**config.mk**
```make
export PLATFORM = sky130hd
export DESIGN_NAME = utf8_validating_byte_escaper_core
export DESIGN_NICKNAME = d
export VERILOG_FILES = /design/src/rtl/core/u8esc_pkg.sv /design/src/rtl/core/utf8_validating_byte_escaper_core.sv
export SDC_FILE = /design/constraint.sdc
export NUM_CORES = 1
export LEC_CHECK = 0
export ABC_CLOCK_PERIOD_IN_PS = 16200
export BUFFER_PORTS_ARGS = -buffer_cell sky130_fd_sc_hd__buf_2
export CELL_PAD_IN_SITES_DETAIL_PLACEMENT = 1
export CELL_PAD_IN_SITES_GLOBAL_PLACEMENT = 2
export CORE_UTILIZATION = 44
export CTS_BUF_LIST = sky130_fd_sc_hd__clkbuf_4
export DETAILED_ROUTE_END_ITERATION = 10
export PLACE_DENSITY = 0.95
export SLEW_MARGIN = 20
export SYNTH_ARGS = -nofsm -noshare
export SYNTH_HDL_FRONTEND = slang
export SYNTH_SLANG_ARGS = --single-unit
```
**constraint.sdc**
```tcl
create_clock -name clk -period 16.2 [get_ports clk]
set_input_delay 0.81 -clock clk [delete_from_list [all_inputs] [get_ports clk]]
set_output_delay 0.81 -clock clk [all_outputs]
set_load 0.02 [all_outputs]
```
**src/rtl/core/u8esc_pkg.sv**
```systemverilog
// Package for the UTF-8 validating byte escaper core.
// Holds the result record type, byte constants and result kind codes.
// Has no dependencies.
package u8esc_pkg;

  localparam int unsigned MaxResults = 4;
  localparam int unsigned CountW     = $clog2(MaxResults + 1);
  localparam int unsigned IdxW       = $clog2(MaxResults);

  localparam logic KIND_LIT = 1'b0;
  localparam logic KIND_ESC = 1'b1;

  localparam logic [7:0] BYTE_CR      = 8'h0D;
  localparam logic [7:0] BYTE_LF      = 8'h0A;
  localparam logic [7:0] BYTE_SPACE   = 8'h20;
  localparam logic [7:0] BYTE_DEL     = 8'h7F;
  localparam logic [7:0] BYTE_CONT_LO = 8'h80;
  localparam logic [7:0] BYTE_CONT_HI = 8'hBF;
  localparam logic [7:0] BYTE_LEAD_LO = 8'hC2;
  localparam logic [7:0] BYTE_LEAD2HI = 8'hDF;
  localparam logic [7:0] BYTE_LEAD3HI = 8'hEF;
  localparam logic [7:0] BYTE_BAD_LO  = 8'hF5;
  localparam logic [7:0] BYTE_E0      = 8'hE0;
  localparam logic [7:0] BYTE_ED      = 8'hED;
  localparam logic [7:0] BYTE_F0      = 8'hF0;
  localparam logic [7:0] BYTE_F4      = 8'hF4;
  localparam logic [7:0] LO_AFTER_E0  = 8'hA0;
  localparam logic [7:0] HI_AFTER_ED  = 8'h9F;
  localparam logic [7:0] LO_AFTER_F0  = 8'h90;
  localparam logic [7:0] HI_AFTER_F4  = 8'h8F;

  typedef struct packed {
    logic       kind;
    logic [7:0] data;
    logic       eol;
    logic       last;
  } res_t;

endpackage

```
**src/rtl/core/utf8_validating_byte_escaper_core.sv**
```systemverilog
// Top level of the UTF-8 validating byte escaper.
// Validates UTF-8 bytes, marks bytes for escaping and queues up to four results.
// Depends on u8esc_pkg.
//
//   channel  direction  handshake          payload
//   in_      input      in_valid/in_ready  in_byte, in_last
//   out_     output     out_valid/out_ready out_kind, out_byte, out_eol, out_last
//
// Each input transaction is classified in the cycle it is accepted and its results
// (zero to four) are written into a four-entry result buffer. The buffer drains one
// result per cycle while out_ready is high, so an item with one result is taken every
// cycle and an item with n results holds the input off until they have left. A new input
// transaction is taken when the buffer is empty or its last entry leaves in the same
// cycle. Reset is synchronous and clears the sequence state and the buffer.
module utf8_validating_byte_escaper_core
  import u8esc_pkg::*;
(
  input  logic       clk,
  input  logic       rst_n,
  input  logic       in_valid,
  output logic       in_ready,
  input  logic [7:0] in_byte,
  input  logic       in_last,
  output logic       out_valid,
  input  logic       out_ready,
  output logic       out_kind,
  output logic [7:0] out_byte,
  output logic       out_eol,
  output logic       out_last
);

  logic [7:0]        lead_r, lead_nxt;
  logic [7:0]        cont_r [2];
  logic [7:0]        cont_nxt [2];
  logic [1:0]        held_r, held_nxt;
  logic [1:0]        need_r, need_nxt;
  logic              cr_r, cr_nxt;

  res_t              buf_r [MaxResults];
  logic [CountW-1:0] cnt_r;
  logic [IdxW-1:0]   rd_r;

  res_t              res_c [MaxResults];
  logic [CountW-1:0] n_c;
  logic              fresh_c;
  logic [7:0]        lo_c;
  logic [7:0]        hi_c;
  logic              in_acc;
  logic              out_acc;

  assign out_valid = (cnt_r != '0);
  assign out_acc   = out_valid && out_ready;
  assign in_ready  = (cnt_r == '0) || ((cnt_r == CountW'(1)) && out_ready);
  assign in_acc    = in_valid && in_ready;

  assign out_kind = buf_r[rd_r].kind;
  assign out_byte = buf_r[rd_r].data;
  assign out_eol  = buf_r[rd_r].eol;
  assign out_last = buf_r[rd_r].last;

  always_comb begin
    lo_c = BYTE_CONT_LO;
    hi_c = BYTE_CONT_HI;
    if (held_r == 2'd0) begin
      if (lead_r == BYTE_E0) begin
        lo_c = LO_AFTER_E0;
      end else if (lead_r == BYTE_ED) begin
        hi_c = HI_AFTER_ED;
      end else if (lead_r == BYTE_F0) begin
        lo_c = LO_AFTER_F0;
      end else if (lead_r == BYTE_F4) begin
        hi_c = HI_AFTER_F4;
      end
    end
  end

  always_comb begin
    for (int i = 0; i < MaxResults; i++) begin
      res_c[i] = '0;
    end
    n_c         = '0;
    fresh_c     = 1'b1;
    lead_nxt    = lead_r;
    cont_nxt[0] = cont_r[0];
    cont_nxt[1] = cont_r[1];
    held_nxt    = held_r;
    need_nxt    = need_r;
    cr_nxt      = cr_r;

    if (cr_r) begin
      cr_nxt = 1'b0;
      if (in_byte == BYTE_LF) begin
        res_c[n_c[IdxW-1:0]] = '{kind: KIND_ESC, data: BYTE_CR, eol: 1'b0, last: 1'b0};
        n_c = n_c + CountW'(1);
        res_c[n_c[IdxW-1:0]] = '{kind: KIND_ESC, data: BYTE_LF, eol: 1'b1, last: 1'b0};
        n_c = n_c + CountW'(1);
        fresh_c = 1'b0;
      end else begin
        res_c[n_c[IdxW-1:0]] = '{kind: KIND_ESC, data: BYTE_CR, eol: 1'b1, last: 1'b0};
        n_c = n_c + CountW'(1);
      end
    end

    if (fresh_c && (need_r != 2'd0)) begin
      if ((in_byte >= lo_c) && (in_byte <= hi_c)) begin
        fresh_c = 1'b0;
        if (({1'b0, held_r} + 3'd1 >= {1'b0, need_r}) || (held_r >= 2'd2)) begin
          res_c[n_c[IdxW-1:0]] = '{kind: KIND_LIT, data: lead_r, eol: 1'b0, last: 1'b0};
          n_c = n_c + CountW'(1);
          if (held_r >= 2'd1) begin
            res_c[n_c[IdxW-1:0]] = '{kind: KIND_LIT, data: cont_r[0], eol: 1'b0, last: 1'b0};
            n_c = n_c + CountW'(1);
          end
          if (held_r >= 2'd2) begin
            res_c[n_c[IdxW-1:0]] = '{kind: KIND_LIT, data: cont_r[1], eol: 1'b0, last: 1'b0};
            n_c = n_c + CountW'(1);
          end
          res_c[n_c[IdxW-1:0]] = '{kind: KIND_LIT, data: in_byte, eol: 1'b0, last: 1'b0};
          n_c = n_c + CountW'(1);
          lead_nxt = '0;
          held_nxt = 2'd0;
          need_nxt = 2'd0;
        end else begin
          cont_nxt[held_r[0]] = in_byte;
          held_nxt = held_r + 2'd1;
        end
      end else begin
        res_c[n_c[IdxW-1:0]] = '{kind: KIND_ESC, data: lead_r, eol: 1'b0, last: 1'b0};
        n_c = n_c + CountW'(1);
        if (held_r >= 2'd1) begin
          res_c[n_c[IdxW-1:0]] = '{kind: KIND_ESC, data: cont_r[0], eol: 1'b0, last: 1'b0};
          n_c = n_c + CountW'(1);
        end
        if (held_r >= 2'd2) begin
          res_c[n_c[IdxW-1:0]] = '{kind: KIND_ESC, data: cont_r[1], eol: 1'b0, last: 1'b0};
          n_c = n_c + CountW'(1);
        end
        lead_nxt = '0;
        held_nxt = 2'd0;
        need_nxt = 2'd0;
      end
    end

    if (fresh_c) begin
      if (in_byte == BYTE_CR) begin
        cr_nxt = 1'b1;
      end else if (in_byte == BYTE_LF) begin
        res_c[n_c[IdxW-1:0]] = '{kind: KIND_ESC, data: BYTE_LF, eol: 1'b1, last: 1'b0};
        n_c = n_c + CountW'(1);
      end else if ((in_byte >= BYTE_SPACE) && (in_byte < BYTE_DEL)) begin
        res_c[n_c[IdxW-1:0]] = '{kind: KIND_LIT, data: in_byte, eol: 1'b0, last: 1'b0};
        n_c = n_c + CountW'(1);
      end else if ((in_byte < BYTE_LEAD_LO) || (in_byte >= BYTE_BAD_LO)) begin
        res_c[n_c[IdxW-1:0]] = '{kind: KIND_ESC, data: in_byte, eol: 1'b0, last: 1'b0};
        n_c = n_c + CountW'(1);
      end else begin
        lead_nxt = in_byte;
        held_nxt = 2'd0;
        if (in_byte <= BYTE_LEAD2HI) begin
          need_nxt = 2'd1;
        end else if (in_byte <= BYTE_LEAD3HI) begin
          need_nxt = 2'd2;
        end else begin
          need_nxt = 2'd3;
        end
      end
    end

    if (in_last) begin
      if (cr_nxt) begin
        res_c[n_c[IdxW-1:0]] = '{kind: KIND_ESC, data: BYTE_CR, eol: 1'b1, last: 1'b0};
        n_c = n_c + CountW'(1);
      end
      if (need_nxt != 2'd0) begin
        res_c[n_c[IdxW-1:0]] = '{kind: KIND_ESC, data: lead_nxt, eol: 1'b0, last: 1'b0};
        n_c = n_c + CountW'(1);
        if (held_nxt >= 2'd1) begin
          res_c[n_c[IdxW-1:0]] = '{kind: KIND_ESC, data: cont_nxt[0], eol: 1'b0, last: 1'b0};
          n_c = n_c + CountW'(1);
        end
        if (held_nxt >= 2'd2) begin
          res_c[n_c[IdxW-1:0]] = '{kind: KIND_ESC, data: cont_nxt[1], eol: 1'b0, last: 1'b0};
          n_c = n_c + CountW'(1);
        end
      end
      lead_nxt = '0;
      held_nxt = 2'd0;
      need_nxt = 2'd0;
      cr_nxt   = 1'b0;
      if (n_c != '0) begin
        res_c[IdxW'(n_c - CountW'(1))].last = 1'b1;
      end
    end
  end

  always_ff @(posedge clk) begin
    if (!rst_n) begin
      lead_r <= '0;
      held_r <= 2'd0;
      need_r <= 2'd0;
      cr_r   <= 1'b0;
    end else if (in_acc) begin
      lead_r <= lead_nxt;
      held_r <= held_nxt;
      need_r <= need_nxt;
      cr_r   <= cr_nxt;
    end
  end

  always_ff @(posedge clk) begin
    if (in_acc) begin
      cont_r[0] <= cont_nxt[0];
      cont_r[1] <= cont_nxt[1];
      for (int i = 0; i < MaxResults; i++) begin
        buf_r[i] <= res_c[i];
      end
    end
  end

  always_ff @(posedge clk) begin
    if (!rst_n) begin
      cnt_r <= '0;
      rd_r  <= '0;
    end else if (in_acc) begin
      cnt_r <= n_c;
      rd_r  <= '0;
    end else if (out_acc) begin
      cnt_r <= cnt_r - CountW'(1);
      rd_r  <= rd_r + IdxW'(1);
    end
  end

endmodule

```
# After elaboration in Yosys (flattened, before gate mapping)
# Memories as Yosys holds them, arrays and structs flattened. A register that Yosys moved wholly into a read port is not among the register bits.
# Index checks and enable logic that the tools add are counted.
# classes
n_addsub	15
multipliers	0
n_div	0
order_cmp	37
n_eq_ne	7
n_shift	0
muxes	155
bitwise	19
reduce_logical	29
# op_table
operator	count
2-to-1 mux 44 bit	30
bitwise mux 44 bit	13
demux 11 bit (select 2 bit)	11
2-to-1 mux 11 bit	11
2-to-1 mux 3 bit	30
2-to-1 mux 8 bit	10
2-to-1 mux 16 bit	3
2-to-1 mux 2 bit	24
2-to-1 mux 6 bit	7
greater-or-equal comparator 3 bit (second input constant)	11
less-than comparator 3 x 1 -> 1 bit (second input constant)	11
inverter 2 -> 3 bit	11
== test 8 bit (second input constant)	4
adder 3 x 1 -> 3 bit (second input constant)	10
AND 28 bit	1
inverter 28 bit	1
AND 24 bit	1
inverter 24 bit	1
2-to-1 mux 22 bit	1
OR 20 bit	1
logical AND 1 bit	18
bitwise mux 16 bit	1
== test 8 x 4 -> 1 bit (second input constant)	2
less-or-equal comparator 8 bit (second input constant)	2
27 further kinds	47
# word_totals
register_bits	18
latch_bits	0
ram_bits	60
mem_bits_ro	0
out_inout_bits	13
word_cells	270
memories	2
# mem_list
memory	depth	word_bits	read_ports	rd_clocked_by_memory_dff	write_ports	line	rtl
buf_r	4	11	1	1	4	utf8_validating_byte_escaper_core.sv:39	res_t buf_r [MaxResults];
cont_r	2	8	2	0	2	utf8_validating_byte_escaper_core.sv:33	logic [7:0] cont_r [2];

# Depth between registers and ports, before layout
# logic_depth
depth_word	46
ltp_mapped	27
mapped_depth_nobuf	26

# Least setup slack after synthesis
# OpenSTA, ideal clock, no wires.
# synth_path
kind	input to register
startpoint	in in_byte[7]
endpoint	mem buf_r[2][6] (netlist name), data pin
setup_ps	260
arrival_time_ps	5935
setup_slack_ps	10005
path_stages	25
n_path_buf	2
cell_sequence	buf_2 -> nor4_2 -> nand2_1 -> nand2_1 -> xor2_1 -> ha_1 -> o21ai_0 -> ha_1 -> nand3_1 -> mux2i_1 -> or2_2 -> ha_1 -> o22a_1 -> ha_1 -> nand2_1 -> o21a_2 -> ha_1 -> mux2_2 -> inv_2 -> ha_1 -> and2_1 -> buf_1 -> o31ai_1 -> o21ai_0 -> a2bb2o_1
# synth_lines
element	line	rtl
start, declared	utf8_validating_byte_escaper_core.sv:22	input logic [7:0] in_byte,
end, declared	utf8_validating_byte_escaper_core.sv:39	

==> impl_metrics.yaml <==
power_and_ir_drop:
  p_leak_uw: 0.00282
  vdd_drop_max_uv: 160
  power.density_mw_per_mm2: 97.7
worst_hold_path:
  hp-class: "reg2reg"
grt:
  grt_pass1_wl_mm: 51.2
  grt_use_total: 0.399
  grt_max_degree: 67
  overflow: 0
  antenna_found_initial: 1
  grt_pass1_vias: 7852
run_status:
  run_status: "finished clean"
setup_path:
  arrival_ns: 7.48
  worst_setup_path_end_kind: "flop"
  reg2reg_to: "buf_r[3][7]$_DFFE_PP_"
  startpoint_type: "flop"
  crit_type: "reg2reg"
  path_max_fanout: 17
  ff2ff_path_depth: 24
  crit_path_start: "held_r[0]$_SDFFE_PN0P_"
  cp.required_ns: 16.41
  r2r-start: "held_r[0]$_SDFFE_PN0P_"
  endpoint: "buf_r[3][7]$_DFFE_PP_"
  reg2reg_slack_ns: 8.93
flow_run:
  max_cap_viol_count: 0
synth:
  ys.flop_type: "edfxtp_1"
  netlist_area_mm2: 0.00750
  synth_seq_cells: 80
  yosysWarnings: 0
  synthTopCellsByCount: "nand2_1, o21ai_0, nor2_1"
  synth_top_area_frac: 0.240
  synth_area_leader_cell: "edfxtp_1"
  yosysMostFrequentCell: "nand2_1"
  ys_async_sr_fraction: 0
  yosysSeqAreaShare: 0.294
  netlist-cell-type-count: 91
  syn_nets: 935
  syn-instance-count: 880
  synth_edf_count: 60
  avgSynthCellArea_um2: 8.52
  yosys-top-cells-area: "edfxtp_1, ha_1, dfxtp_1"
clocking:
  htreeDepth: 3
  root_buffer: "clkbuf_4"
  cts-buffers-inserted: 9
  cts_tree: "done"
  cts_resized: 0
  clk_pin_slew_ns: 0.15
  insertion_delay_ns: 0.49
  clock_path_buffers: 2
  cts_hold_buf: 0
  cts_setup_buffers: 0
  cts.sinks: 80
routing:
  firstDrtPassIters: 6
  via_per_inst: 7.22
  via_count: 7909
  postRouteAntennaNets: 0
  drt-initial-drc-count: 1052
  remaining_drc_errors: 0
  wl_per_cell_um: 31.5
  drt_wl_total_mm: 34.5
cells_and_area:
  syn_to_final_growth_pct: 5.02
  nets: 924
  finalInstanceArea_mm2: 0.00787
  layout-drive-gt1-share: 0.127
  stdcell_count: 1095
floorplanning:
  die_h_um: 133
  dieArea_mm2: 0.0176
  initial_core_util: 0.452
  num_io_pins: 26
  die_w_um: 133
  num_rows: 47
  coreArea_mm2: 0.0166
placed_design:
  dpl_worst_slack_ns: 8.48
  io_buffers: 25
  post-place-cells: 1078
  placed_cell_area_mm2: 0.00772
  place_congestion: 1.02
  hpwlAfterDp_mm: 26.2
sta:
  finalWorstSetupSlack_ns: 8.93
  rsz0062_at_grt: "false"
  tns_ns: 0
  worst_pin_slew_ns: 1.20
  clock.fmax_ghz: 0.138
  min_period_ns: 7.27
  maxSlewHeadroom: 0.189
  hold_viol_final: 0
  fin_skew_ns: 0.0298
  final_max_slew_viol_count: 0
  setup_viol: 0
  fin_crit_sh: 0.448
==> kinds of logic (layout without fill, tap and decap cells) <==
group / count (synthesis) / count (layout) / synth area share
DFF: 80 / 80 / 0.294
xor gates and xnor gates: 16 / 16 / 0.0207
and+or+nand+nor: 299 / 299 / 0.202
AOI/OAI and AO/OA: 315 / 315 / 0.296
other: 0 / 1 / 0
buffers and inverters: 96 / 90 / 0.0537
adders and majority gates: 42 / 42 / 0.0711
muxes: 32 / 32 / 0.0626
==> per-layer routing <==
metal / share of wire / global-route usage / wire length, um / vias to the layer above
li1: - / - / - / 3326
met1: 0.41 / 0.532 / 14000 / 3969
met2: 0.44 / 0.618 / 15300 / 508
met3: 0.094 / 0.0682 / 3250 / 106
met4: 0.057 / 0.213 / 1960 / 0
met5: 0 / 0 / 0 / -
==> layout by cell type (no fill, tap or decap), types with 6 or more instances in the layout <==
cell and n:
dfxtp_1 20, o221ai_1 11, a211oi_1 7, and2_1 9, buf_4 11, nand2_1 104
o211ai_1 10, xnor2_1 9, o22ai_1 24, mux4_2 11, nand2b_1 12, clkbuf_4 11
a311oi_1 8, mux2i_1 12, nor2b_1 6, a2bb2oi_1 9, o31ai_1 10, a21oi_1 59
mux2_2 9, nor3_1 17, buf_2 25, and3_1 11, nor2_1 63, o21a_1 10
a22o_1 9, nor3b_1 6, edfxtp_1 60, a32oi_1 6, ha_1 41, o21ai_0 65
a31oi_1 14, xor2_1 6, inv_1 33, a22oi_1 17, nand3_1 33
==> worst min-delay path by stage <==
stage / startpoint / to / cells after the start
after floorplan: need_r[0]$_SDFFE_PN0P_ / need_r[0]$_SDFFE_PN0P_ / 2
after global placement: need_r[0]$_SDFFE_PN0P_ / need_r[0]$_SDFFE_PN0P_ / 2
after detailed placement: need_r[0]$_SDFFE_PN0P_ / need_r[0]$_SDFFE_PN0P_ / 2
after CTS: need_r[0]$_SDFFE_PN0P_ / need_r[0]$_SDFFE_PN0P_ / 2
after global routing: need_r[0]$_SDFFE_PN0P_ / need_r[0]$_SDFFE_PN0P_ / 2
final: need_r[0]$_SDFFE_PN0P_ / need_r[0]$_SDFFE_PN0P_ / 2
==> flip-flops by register name (all words and copies together) (netlist names), named ones only <==
register / cells
cr_r: 1
rd_r: 2
need_r: 2
lead_r: 8
cnt_r: 3
cont_r: 16
buf_r: 44
held_r: 2
==> stage by stage <==
step | hold slack [ns] | power (uW) | utilization
2_1_floorplan | 0.462 | 509 | -
3_5_place_dp | 0.501 | 633 | 0.465
5_1_grt | 0.535 | 795 | 0.475
6_report | 0.519 | 769 | 0.475
3_3_place_gp | 0.488 | 620 | 0.465
4_1_cts | 0.519 | 761 | 0.474
==> report_power, final <==
part           leakage [uW]  internal (uW)  switching, uW
sequential         0.000738            295           46.6
clock             0.0000772           50.6           82.3
combinational       0.00200           91.0            204
==> layout make-up <==
cell class / count / area, um2
clock inverters: 5 / 56.3
multi-input cells: 704 / 4900
well taps: 220 / 275
flip-flops and latches: 80 / 2200
fillers: 2046 / 8710
clock buffers: 11 / 82.6
diodes: 1 / 2.50
inverters: 38 / 143
repair buffers: 36 / 208
==> worst max-delay path, stage by stage (launching register included) <==
cell	delay (ns)
dfxtp_1	0.49
clkinv_1	0.37
ha_1	0.33
nand3_1	0.20
nor3_1	0.09
ha_1	0.35
a21oi_1	0.31
a31oi_4	0.11
nor3_4	0.74
mux2i_1	0.30
nor2_2	0.08
xnor2_1	0.41
ha_1	0.32
o22a_1	0.28
ha_1	0.30
nand2_1	0.07
o21a_2	0.17
ha_1	0.33
mux2_2	0.32
inv_2	0.08
ha_1	0.27
nand2_1	0.37
a31oi_1	0.37
a31o_2	0.24
o32ai_1	0.12
(Power assumes the default switching activity.)
